### config.mk
export PLATFORM = sky130hd
export DESIGN_NAME = max_heap_priority_queue_flat
export DESIGN_NICKNAME = d
export VERILOG_FILES = /design/src/rtl/core/mhpq_pkg.sv /design/src/rtl/core/mhpq_if.sv /design/src/rtl/core/mhpq_ram.sv /design/src/rtl/core/mhpq_datapath.sv /design/src/rtl/core/mhpq_ctrl.sv /design/src/rtl/core/max_heap_priority_queue.sv /design/src/flat_wrapper.sv
export SDC_FILE = /design/constraint.sdc
export NUM_CORES = 2
export LEC_CHECK = 0
export ABC_AREA = 1
export BUFFER_PORTS_ARGS = -buffer_cell sky130_fd_sc_hd__buf_2
export CORE_ASPECT_RATIO = 0.75
export CORE_MARGIN = 2
export CORE_UTILIZATION = 40
export CTS_CLUSTER_SIZE = 40
export DETAILED_ROUTE_END_ITERATION = 10
export GPL_TIMING_DRIVEN = 0
export MAX_ROUTING_LAYER = met4
export REMOVE_ABC_BUFFERS = 1
export SYNTH_ARGS = -nofsm -noshare
export SYNTH_HDL_FRONTEND = slang
export SYNTH_SLANG_ARGS = --single-unit
### constraint.sdc
create_clock -name clk -period 14.3 [get_ports clk]
set_input_delay 1.43 -clock clk [delete_from_list [all_inputs] [get_ports clk]]
set_output_delay 1.43 -clock clk [all_outputs]
set_load 0.01 [all_outputs]
### src/rtl/core/mhpq_pkg.sv
package mhpq_pkg;

	localparam int CAPACITY  = 32;
	localparam int ADDR_W    = (CAPACITY > 1) ? $clog2(CAPACITY) : 1;
	localparam int CNT_W     = $clog2(CAPACITY + 1);
	localparam int IDX_W     = ADDR_W + 2;
	localparam int VALUE_W   = 32;
	localparam int ENTRIES_W = 6;

	// Entry count reported when the store is full, taken modulo the field range
	localparam logic [ENTRIES_W-1:0] ENTRIES_AT_FULL =
		ENTRIES_W'(CAPACITY % (1 << ENTRIES_W));

	typedef logic signed [VALUE_W-1:0] value_t;

	typedef enum logic {
		OP_INSERT = 1'b0,
		OP_REMOVE = 1'b1
	} op_t;

	typedef enum logic [1:0] {
		ST_OK    = 2'd0,
		ST_FULL  = 2'd1,
		ST_EMPTY = 2'd2
	} status_t;

	// Datapath commands issued by the controller
	typedef enum logic [3:0] {
		DP_NOP,
		DP_LOAD,
		DP_INS,
		DP_RM,
		DP_ST_FULL,
		DP_ST_EMPTY,
		DP_UP_READ,
		DP_UP_MOVE,
		DP_PLACE,
		DP_RM_ROOT,
		DP_RM_LAST,
		DP_DN_READL,
		DP_DN_LEFT,
		DP_DN_PICK,
		DP_DN_MOVE,
		DP_RESULT
	} dp_op_t;

	// Datapath flags seen by the controller
	typedef struct packed {
		logic is_remove;
		logic full;
		logic empty;
		logic at_root;
		logic parent_less;
		logic no_left;
		logic has_right;
		logic right_greater;
		logic stop_down;
	} dp_status_t;

endpackage

### src/rtl/core/mhpq_if.sv
interface mhpq_in_if;
	logic                   valid;
	logic                   ready;
	logic                   operation;
	mhpq_pkg::value_t       value;

	modport source (output valid, output operation, output value, input ready);
	modport sink (input valid, input operation, input value, output ready);
endinterface

interface mhpq_out_if;
	logic                                valid;
	logic                                ready;
	mhpq_pkg::value_t                    removed_value;
	mhpq_pkg::status_t                   status;
	logic [mhpq_pkg::ENTRIES_W-1:0]      entries;

	modport source (output valid, output removed_value, output status, output entries,
		input ready);
	modport sink (input valid, input removed_value, input status, input entries,
		output ready);
endinterface

### src/rtl/core/mhpq_ram.sv
module mhpq_ram #(
	parameter int WIDTH = 32,
	parameter int DEPTH = 32
) (
	input  logic                                       clk,
	input  logic                                       we,
	input  logic [((DEPTH > 1) ? $clog2(DEPTH) : 1)-1:0] waddr,
	input  logic [WIDTH-1:0]                           wdata,
	input  logic                                       re,
	input  logic [((DEPTH > 1) ? $clog2(DEPTH) : 1)-1:0] raddr,
	output logic [WIDTH-1:0]                           rdata
);

	logic [WIDTH-1:0] mem_q [DEPTH];

	// Write one entry, read one entry with registered data
	always_ff @(posedge clk) begin
		if (we) begin
			mem_q[waddr] <= wdata;
		end
		if (re) begin
			rdata <= mem_q[raddr];
		end
	end

endmodule

### src/rtl/core/mhpq_datapath.sv
module mhpq_datapath (
	input  logic                            clk,
	input  logic                            arst_n,
	input  mhpq_pkg::dp_op_t                cmd,
	input  logic                            in_operation,
	input  mhpq_pkg::value_t                in_value,
	output mhpq_pkg::dp_status_t            st,
	output mhpq_pkg::value_t                removed_value,
	output mhpq_pkg::status_t               status,
	output logic [mhpq_pkg::ENTRIES_W-1:0]  entries
);
	import mhpq_pkg::*;

	logic [CNT_W-1:0]             count_q;
	logic                         op_q;
	value_t                       item_q;
	value_t                       cval_q;
	value_t                       removed_q;
	status_t                      status_q;
	logic [ADDR_W-1:0]            pos_q;
	logic [ADDR_W-1:0]            child_q;
	value_t                       res_removed_q;
	status_t                      res_status_q;
	logic [ENTRIES_W-1:0]         res_entries_q;

	logic                         ram_we;
	logic [ADDR_W-1:0]            ram_waddr;
	logic [VALUE_W-1:0]           ram_wdata;
	logic                         ram_re;
	logic [ADDR_W-1:0]            ram_raddr;
	logic [VALUE_W-1:0]           ram_rdata;
	value_t                       rd_val;

	logic [ADDR_W-1:0]            parent_idx;
	logic [IDX_W-1:0]             left_idx;
	logic [IDX_W-1:0]             right_idx;
	logic [IDX_W-1:0]             count_ext;
	logic [CNT_W+ENTRIES_W-1:0]   entries_ext;

	assign rd_val      = $signed(ram_rdata);
	assign parent_idx  = (pos_q - ADDR_W'(1)) >> 1;
	assign left_idx    = {1'b0, pos_q, 1'b1};
	assign right_idx   = left_idx + IDX_W'(1);
	assign count_ext   = IDX_W'(count_q);
	assign entries_ext = {{ENTRIES_W{1'b0}}, count_q};

	// Flags for the controller
	assign st.is_remove     = (op_q == OP_REMOVE);
	assign st.full          = (count_q >= CNT_W'(CAPACITY));
	assign st.empty         = (count_q == '0);
	assign st.at_root       = (pos_q == '0);
	assign st.parent_less   = (rd_val < item_q);
	assign st.no_left       = (left_idx >= count_ext);
	assign st.has_right     = (right_idx < count_ext);
	assign st.right_greater = (rd_val > cval_q);
	assign st.stop_down     = (item_q >= cval_q);

	// Drive the store ports from the current command
	always_comb begin
		ram_re    = 1'b0;
		ram_raddr = '0;
		ram_we    = 1'b0;
		ram_waddr = pos_q;
		ram_wdata = item_q;
		case (cmd)
			DP_RM: begin
				ram_re = 1'b1;
			end
			DP_UP_READ: begin
				ram_re    = 1'b1;
				ram_raddr = parent_idx;
			end
			DP_RM_ROOT: begin
				ram_re    = 1'b1;
				ram_raddr = count_q[ADDR_W-1:0];
			end
			DP_DN_READL: begin
				ram_re    = 1'b1;
				ram_raddr = left_idx[ADDR_W-1:0];
			end
			DP_DN_LEFT: begin
				ram_re    = 1'b1;
				ram_raddr = right_idx[ADDR_W-1:0];
			end
			DP_UP_MOVE: begin
				ram_we    = 1'b1;
				ram_wdata = ram_rdata;
			end
			DP_PLACE: begin
				ram_we = 1'b1;
			end
			DP_DN_MOVE: begin
				ram_we    = 1'b1;
				ram_wdata = cval_q;
			end
			default: begin
			end
		endcase
	end

	mhpq_ram #(
		.WIDTH(VALUE_W),
		.DEPTH(CAPACITY)
	) u_store (
		.clk  (clk),
		.we   (ram_we),
		.waddr(ram_waddr),
		.wdata(ram_wdata),
		.re   (ram_re),
		.raddr(ram_raddr),
		.rdata(ram_rdata)
	);

	// Track the entry count
	always_ff @(posedge clk or negedge arst_n) begin
		if (!arst_n) begin
			count_q <= '0;
		end else if (cmd == DP_INS) begin
			count_q <= count_q + CNT_W'(1);
		end else if (cmd == DP_RM) begin
			count_q <= count_q - CNT_W'(1);
		end
	end

	// Advance the working registers and capture the result
	always_ff @(posedge clk) begin
		case (cmd)
			DP_LOAD: begin
				op_q   <= in_operation;
				item_q <= in_value;
			end
			DP_INS: begin
				pos_q     <= count_q[ADDR_W-1:0];
				status_q  <= ST_OK;
				removed_q <= '0;
			end
			DP_RM: begin
				status_q <= ST_OK;
			end
			DP_ST_FULL: begin
				status_q  <= ST_FULL;
				removed_q <= '0;
			end
			DP_ST_EMPTY: begin
				status_q  <= ST_EMPTY;
				removed_q <= '0;
			end
			DP_UP_MOVE: begin
				pos_q <= parent_idx;
			end
			DP_RM_ROOT: begin
				removed_q <= rd_val;
			end
			DP_RM_LAST: begin
				item_q <= rd_val;
				pos_q  <= '0;
			end
			DP_DN_LEFT: begin
				cval_q  <= rd_val;
				child_q <= left_idx[ADDR_W-1:0];
			end
			DP_DN_PICK: begin
				if (st.right_greater) begin
					cval_q  <= rd_val;
					child_q <= right_idx[ADDR_W-1:0];
				end
			end
			DP_DN_MOVE: begin
				pos_q <= child_q;
			end
			DP_RESULT: begin
				res_removed_q <= removed_q;
				res_status_q  <= status_q;
				res_entries_q <= entries_ext[ENTRIES_W-1:0];
			end
			default: begin
			end
		endcase
	end

	assign removed_value = res_removed_q;
	assign status        = res_status_q;
	assign entries       = res_entries_q;

endmodule

### src/rtl/core/mhpq_ctrl.sv
module mhpq_ctrl (
	input  logic                  clk,
	input  logic                  arst_n,
	input  logic                  req_valid,
	output logic                  req_ready,
	output logic                  rsp_valid,
	input  logic                  rsp_ready,
	input  mhpq_pkg::dp_status_t  st,
	output mhpq_pkg::dp_op_t      cmd
);
	import mhpq_pkg::*;

	typedef enum logic [3:0] {
		S_IDLE,
		S_DECIDE,
		S_UP_RD,
		S_UP_CMP,
		S_RM_ROOT,
		S_RM_LAST,
		S_DN_L,
		S_DN_R,
		S_DN_PICK,
		S_DN_CMP,
		S_DONE
	} state_t;

	state_t state_q;
	state_t state_d;
	logic   rsp_valid_q;
	logic   result_load;

	assign req_ready   = (state_q == S_IDLE);
	assign rsp_valid   = rsp_valid_q;
	assign result_load = (cmd == DP_RESULT);

	// Pick the next step and the datapath command
	always_comb begin
		state_d = state_q;
		cmd     = DP_NOP;
		unique case (state_q)
			S_IDLE: begin
				if (req_valid) begin
					cmd     = DP_LOAD;
					state_d = S_DECIDE;
				end
			end
			S_DECIDE: begin
				if (!st.is_remove && st.full) begin
					cmd     = DP_ST_FULL;
					state_d = S_DONE;
				end else if (st.is_remove && st.empty) begin
					cmd     = DP_ST_EMPTY;
					state_d = S_DONE;
				end else if (!st.is_remove) begin
					cmd     = DP_INS;
					state_d = S_UP_RD;
				end else begin
					cmd     = DP_RM;
					state_d = S_RM_ROOT;
				end
			end
			S_UP_RD: begin
				if (st.at_root) begin
					cmd     = DP_PLACE;
					state_d = S_DONE;
				end else begin
					cmd     = DP_UP_READ;
					state_d = S_UP_CMP;
				end
			end
			S_UP_CMP: begin
				if (st.parent_less) begin
					cmd     = DP_UP_MOVE;
					state_d = S_UP_RD;
				end else begin
					cmd     = DP_PLACE;
					state_d = S_DONE;
				end
			end
			S_RM_ROOT: begin
				cmd     = DP_RM_ROOT;
				state_d = S_RM_LAST;
			end
			S_RM_LAST: begin
				cmd     = DP_RM_LAST;
				state_d = S_DN_L;
			end
			S_DN_L: begin
				if (st.no_left) begin
					cmd     = DP_PLACE;
					state_d = S_DONE;
				end else begin
					cmd     = DP_DN_READL;
					state_d = S_DN_R;
				end
			end
			S_DN_R: begin
				cmd     = DP_DN_LEFT;
				state_d = st.has_right ? S_DN_PICK : S_DN_CMP;
			end
			S_DN_PICK: begin
				cmd     = DP_DN_PICK;
				state_d = S_DN_CMP;
			end
			S_DN_CMP: begin
				if (st.stop_down) begin
					cmd     = DP_PLACE;
					state_d = S_DONE;
				end else begin
					cmd     = DP_DN_MOVE;
					state_d = S_DN_L;
				end
			end
			S_DONE: begin
				if (!rsp_valid_q || rsp_ready) begin
					cmd     = DP_RESULT;
					state_d = S_IDLE;
				end
			end
			default: begin
				state_d = S_IDLE;
			end
		endcase
	end

	// Hold state and the result valid flag
	always_ff @(posedge clk or negedge arst_n) begin
		if (!arst_n) begin
			state_q     <= S_IDLE;
			rsp_valid_q <= 1'b0;
		end else begin
			state_q <= state_d;
			if (result_load) begin
				rsp_valid_q <= 1'b1;
			end else if (rsp_ready) begin
				rsp_valid_q <= 1'b0;
			end
		end
	end

endmodule

### src/rtl/core/max_heap_priority_queue.sv
// Binary max-heap priority queue of signed 32-bit values.
// The req channel takes one item: operation 0 inserts value, operation 1
// removes the largest entry. The rsp channel returns one item per request:
// removed_value (old root on a good remove, else 0), status (ok, full on
// insert, empty on remove) and entries, the count held afterwards.
// Items are processed one at a time. An insert climbs from the new leaf,
// one parent compare per level, until it reaches the root or stops below a
// parent that is not less. A remove takes the root, moves the last entry
// there and sinks it, reading the left child and, where present, the right
// child at each level, until it ends at a leaf or no child is larger.
// Rejected items go straight to the result. req takes the next item in the
// cycle after the result is loaded. The single read port of the heap store
// sets the pace: every parent or child compare waits on one registered read.
// The result sits in an output register, so req accepts the next item while
// rsp is stalled; a later item then waits at its end until the register frees.
// Reset clears the entry count and the handshake state; the store contents
// are not cleared and are read only after being written.
module max_heap_priority_queue (
	input logic       clk,
	input logic       arst_n,
	mhpq_in_if.sink   req,
	mhpq_out_if.source rsp
);
	import mhpq_pkg::*;

	dp_op_t     cmd;
	dp_status_t st;

	mhpq_ctrl u_ctrl (
		.clk      (clk),
		.arst_n   (arst_n),
		.req_valid(req.valid),
		.req_ready(req.ready),
		.rsp_valid(rsp.valid),
		.rsp_ready(rsp.ready),
		.st       (st),
		.cmd      (cmd)
	);

	mhpq_datapath u_datapath (
		.clk          (clk),
		.arst_n       (arst_n),
		.cmd          (cmd),
		.in_operation (req.operation),
		.in_value     (req.value),
		.st           (st),
		.removed_value(rsp.removed_value),
		.status       (rsp.status),
		.entries      (rsp.entries)
	);

endmodule

### src/flat_wrapper.sv
// flat-port wrapper written by rule: the top's interface ports become plain ports
module max_heap_priority_queue_flat import mhpq_pkg::*;
  (clk, arst_n, req_valid, req_operation, req_value, req_ready, rsp_valid, rsp_removed_value, rsp_status, rsp_entries, rsp_ready);
  mhpq_in_if req_i ();
  mhpq_out_if rsp_i ();
  input logic clk;
  input logic arst_n;
  input wire logic [$bits(req_i.valid)-1:0] req_valid;
  input wire logic [$bits(req_i.operation)-1:0] req_operation;
  input wire logic [$bits(req_i.value)-1:0] req_value;
  output wire logic [$bits(req_i.ready)-1:0] req_ready;
  output wire logic [$bits(rsp_i.valid)-1:0] rsp_valid;
  output wire logic [$bits(rsp_i.removed_value)-1:0] rsp_removed_value;
  output wire logic [$bits(rsp_i.status)-1:0] rsp_status;
  output wire logic [$bits(rsp_i.entries)-1:0] rsp_entries;
  input wire logic [$bits(rsp_i.ready)-1:0] rsp_ready;
  assign req_i.valid = req_valid;
  assign req_i.operation = req_operation;
  assign req_i.value = req_value;
  assign req_ready = req_i.ready;
  assign rsp_valid = rsp_i.valid;
  assign rsp_removed_value = rsp_i.removed_value;
  assign rsp_status = rsp_i.status;
  assign rsp_entries = rsp_i.entries;
  assign rsp_i.ready = rsp_ready;
  max_heap_priority_queue u_core (.clk(clk), .arst_n(arst_n), .req(req_i), .rsp(rsp_i));
endmodule
==> flow_summary.json <==
{
  "status": "finished clean",
  "place_inst": 6150,
  "critPathMaxFanout": 35,
  "path_clk_slew_ns": 0.07,
  "critPathKind": "reg2reg",
  "grt_pass1_wl_um": 219400,
  "synth_top_family_by_area": "simple AND/OR/NAND/NOR gates",
  "vias": 34252,
  "ys_seq_area_share_pct": 69.21,
  "ioPinCount": 79,
  "multiInputGateArea_um2": 14790,
  "yosys.area.top_type": "edfxtp_1",
  "final_nets": 4663,
  "wl_um": 149900,
  "synth.ff_latch_count": 1216,
  "htreeDepth": 3,
  "drt-wirelength-per-cell_um": 23.58,
  "synth_compound_area_share_pct": 5.391,
  "clock-sinks": 1216,
  "synth_ff_type": "edfxtp_1",
  "grt_pass1_vias": 32755,
  "layout_min_cycle_time_ns": 5.565,
  "tightest_slew_ns": 1.087,
  "crit_required_ns": 14.69,
  "finClkSkew_ns": 0.04118,
  "register_area_um2": 36460,
  "drive_gt1_share_pct": 10.78,
  "cts_tree": "done",
  "synth-simple-area-share_pct": 18.77,
  "syn_area_per_cell_um2": 11.90,
  "antenna_cells": 0,
  "first_iter_violations": 3858,
  "critPathCaptureType": "flip-flop",
  "arrival_ns": 5.96,
  "dp.final_hpwl_um": 90780,
  "die_area_um2": 134700,
  "vdd_drop_max_v": 0.0002442,
  "die_height_um": 318.3,
  "clk_latency_ns": 0.74,
  "nFillCells": 11669,
  "viasPerCell": 5.387,
  "startpoint_type": "flip-flop",
  "finalSetupViolCount": 0,
  "netlist_area_um2": 52680,
  "antenna_found_initial": 1,
  "drc_errors": 0,
  "power_density_nw_per_um2": 220.0,
  "dr.pass1.iters": 6,
  "yosys.area_share.adder_pct": 2.746,
  "initial_core_util_pct": 40.23,
  "cap_violations": 0,
  "grt_start_max_net_pins": 212,
  "hold_viol_final": 0,
  "postCtsHoldBufs": 0,
  "fin_cells": 6358,
  "yosysWarningCount": 0,
  "min_path_type": "reg2reg",
  "postCtsSetupRepairBufs": 0,
  "rsz0062_at_grt": "no",
  "p_leak_nw": 22.11,
  "clock.fmax_mhz": 179.7,
  "grt_use_total_pct": 22.59,
  "coreArea_um2": 130900,
  "fp-row-count": 115,
  "clock_path_buffers": 3,
  "synthXorXnorAreaFrac_pct": 0.1663,
  "final_cell_mix": "nand2_1 (1292), edfxtp_1 (1205), nand3_1 (439)",
  "yosysUniqueCellTypes": 52,
  "clockRootBuffer": "clkbuf_16",
  "ctsResizeCount": 0,
  "slew_viol_final": 0,
  "total_power_mw": 13.38,
  "synth.area.top_cells": "edfxtp_1 (69%), nand2_1 (9.2%), nand3_1 (4.2%), o211ai_1 (3.2%), ha_1 (2.7%)",
  "gp_congestion": 0.8376,
  "synth_edf_count": 1205,
  "syn_to_final_growth_pct": 15.43,
  "route.antenna.remaining_nets": 0,
  "synth_top_area_share_pct": 68.69,
  "synth.area.mux_share_pct": 0,
  "async_reset_ff_share_pct": 0.9046,
  "cts_made_buffers": 114,
  "final_common_cell": "nand2_1",
  "syn_inst": 4427,
  "slew_headroom_pct": 27.56,
  "fin_crit_sh_pct": 38.92,
  "grt_overflow": 0,
  "die-width_um": 423.1,
  "io_buffers": 78
}
[cells by family (layout without fill, tap and decap cells)]
group	after synthesis	after routing
compound gates	421	421
flops	1216	1216
fa+ha+maj	115	115
simple gates	2250	2250
xor+xnor	10	10
buf+inv	415	591
[report_power, final]
| group | internal, mW | switching (mW) |
|---|---|---|
| combinational | 1.69 | 3.80 |
| clock | 1.60 | 1.32 |
| sequential | 4.78 | 0.178 |
| total | 8.08 | 5.30 |
[stage by stage]
stage               hold slack [ns]  TNS [ns]  area, um^2  worst slack, ns  util, %
floorplan                    0.4003         0       51370            2.600        -
global placement             0.4049   -508.74       53960           -15.87    41.21
detailed placement           0.4045         0       57310            8.833    43.77
CTS                          0.4196         0       60810            8.793    46.44
global route                 0.4194         0       60810            8.695    46.44
finish                       0.4187         0       60810            8.735    46.44
[sequential cells by signal, indices dropped and copies added (netlist names)]
name and flops:
u_core.u_datapath.op_q 1, u_core.u_datapath.status 2, u_core.u_datapath.removed_q 32, u_core.u_datapath.cval_q 32, u_core.u_datapath.count_q 6, u_core.u_ctrl.rsp_valid 1
u_core.u_datapath.u_store.mem_q 1024, u_core.u_datapath.u_store.rdata 32, u_core.u_datapath.item_q 32, u_core.u_datapath.pos_q 5, u_core.u_datapath.removed_value 32, u_core.u_datapath.status_q 2
u_core.u_ctrl.state_q 4, u_core.u_datapath.child_q 5, u_core.u_datapath.entries 6
[cells in the mapped netlist (all sizes together) (11+ instances only)]
cell type / number
o21ai: 91
o221ai: 32
nand2: 1299
nand4: 12
dfrtp: 11
a21oi: 52
clkbuf: 61
ha: 114
nor3: 17
buf: 185
nor2: 184
nand3: 441
or2: 288
inv: 169
edfxtp: 1205
o211ai: 225
[worst max-delay path: stages, from the launching register on]
cell and delay [ns]:
edfxtp_1 0.52, ha_1 0.34, nand2_1 0.06, nor2_1 0.20, nand4_1 0.19, nor2_1 0.29
nand2_1 0.23, nand3_1 0.19, nand4_4 0.82, nand2_1 0.71, nor2_4 0.29, buf_12 0.27
nor2_4 0.72, buf_12 0.29
[layer usage]
layer	track usage [%]	routed length, um	up-vias
met5	-	0	-
met4	7.284	5179	0
met3	3.181	10310	265
met2	35.76	70890	1274
met1	30.13	63550	16930
li1	-	-	15783
[area by class of cell]
type / instances / area share (%)
sequential: 1216 / 59.96
timing repair buffer: 214 / 5.241
inverter: 169 / 1.119
clock buffer: 141 / 4.928
clock inverter: 67 / 0.8169
multi-input combinational: 2796 / 24.32
tap: 1755 / 3.611
[final timing paths]
kind | from | end | slack [ns] | cells after the start
worst min register to register | u_core.u_datapath.removed_q[4] | u_core.u_datapath.removed_value[4] | 0.42 | 0
max in group asynchronous | arst_n | u_core.u_ctrl.state_q[1] | 13.49 | 1
min in group asynchronous | arst_n | u_core.u_ctrl.state_q[3] | 0.57 | 1
worst max-delay path | u_core.u_datapath.item_q[20] | u_core.u_datapath.u_store.mem_q[29][25] | 8.73 | 13
worst max register to register | u_core.u_datapath.item_q[20] | u_core.u_datapath.u_store.mem_q[29][25] | 8.73 | 13
worst min-delay path | u_core.u_datapath.removed_q[4] | u_core.u_datapath.removed_value[4] | 0.42 | 0
Power figures use the tool's default switching activity.
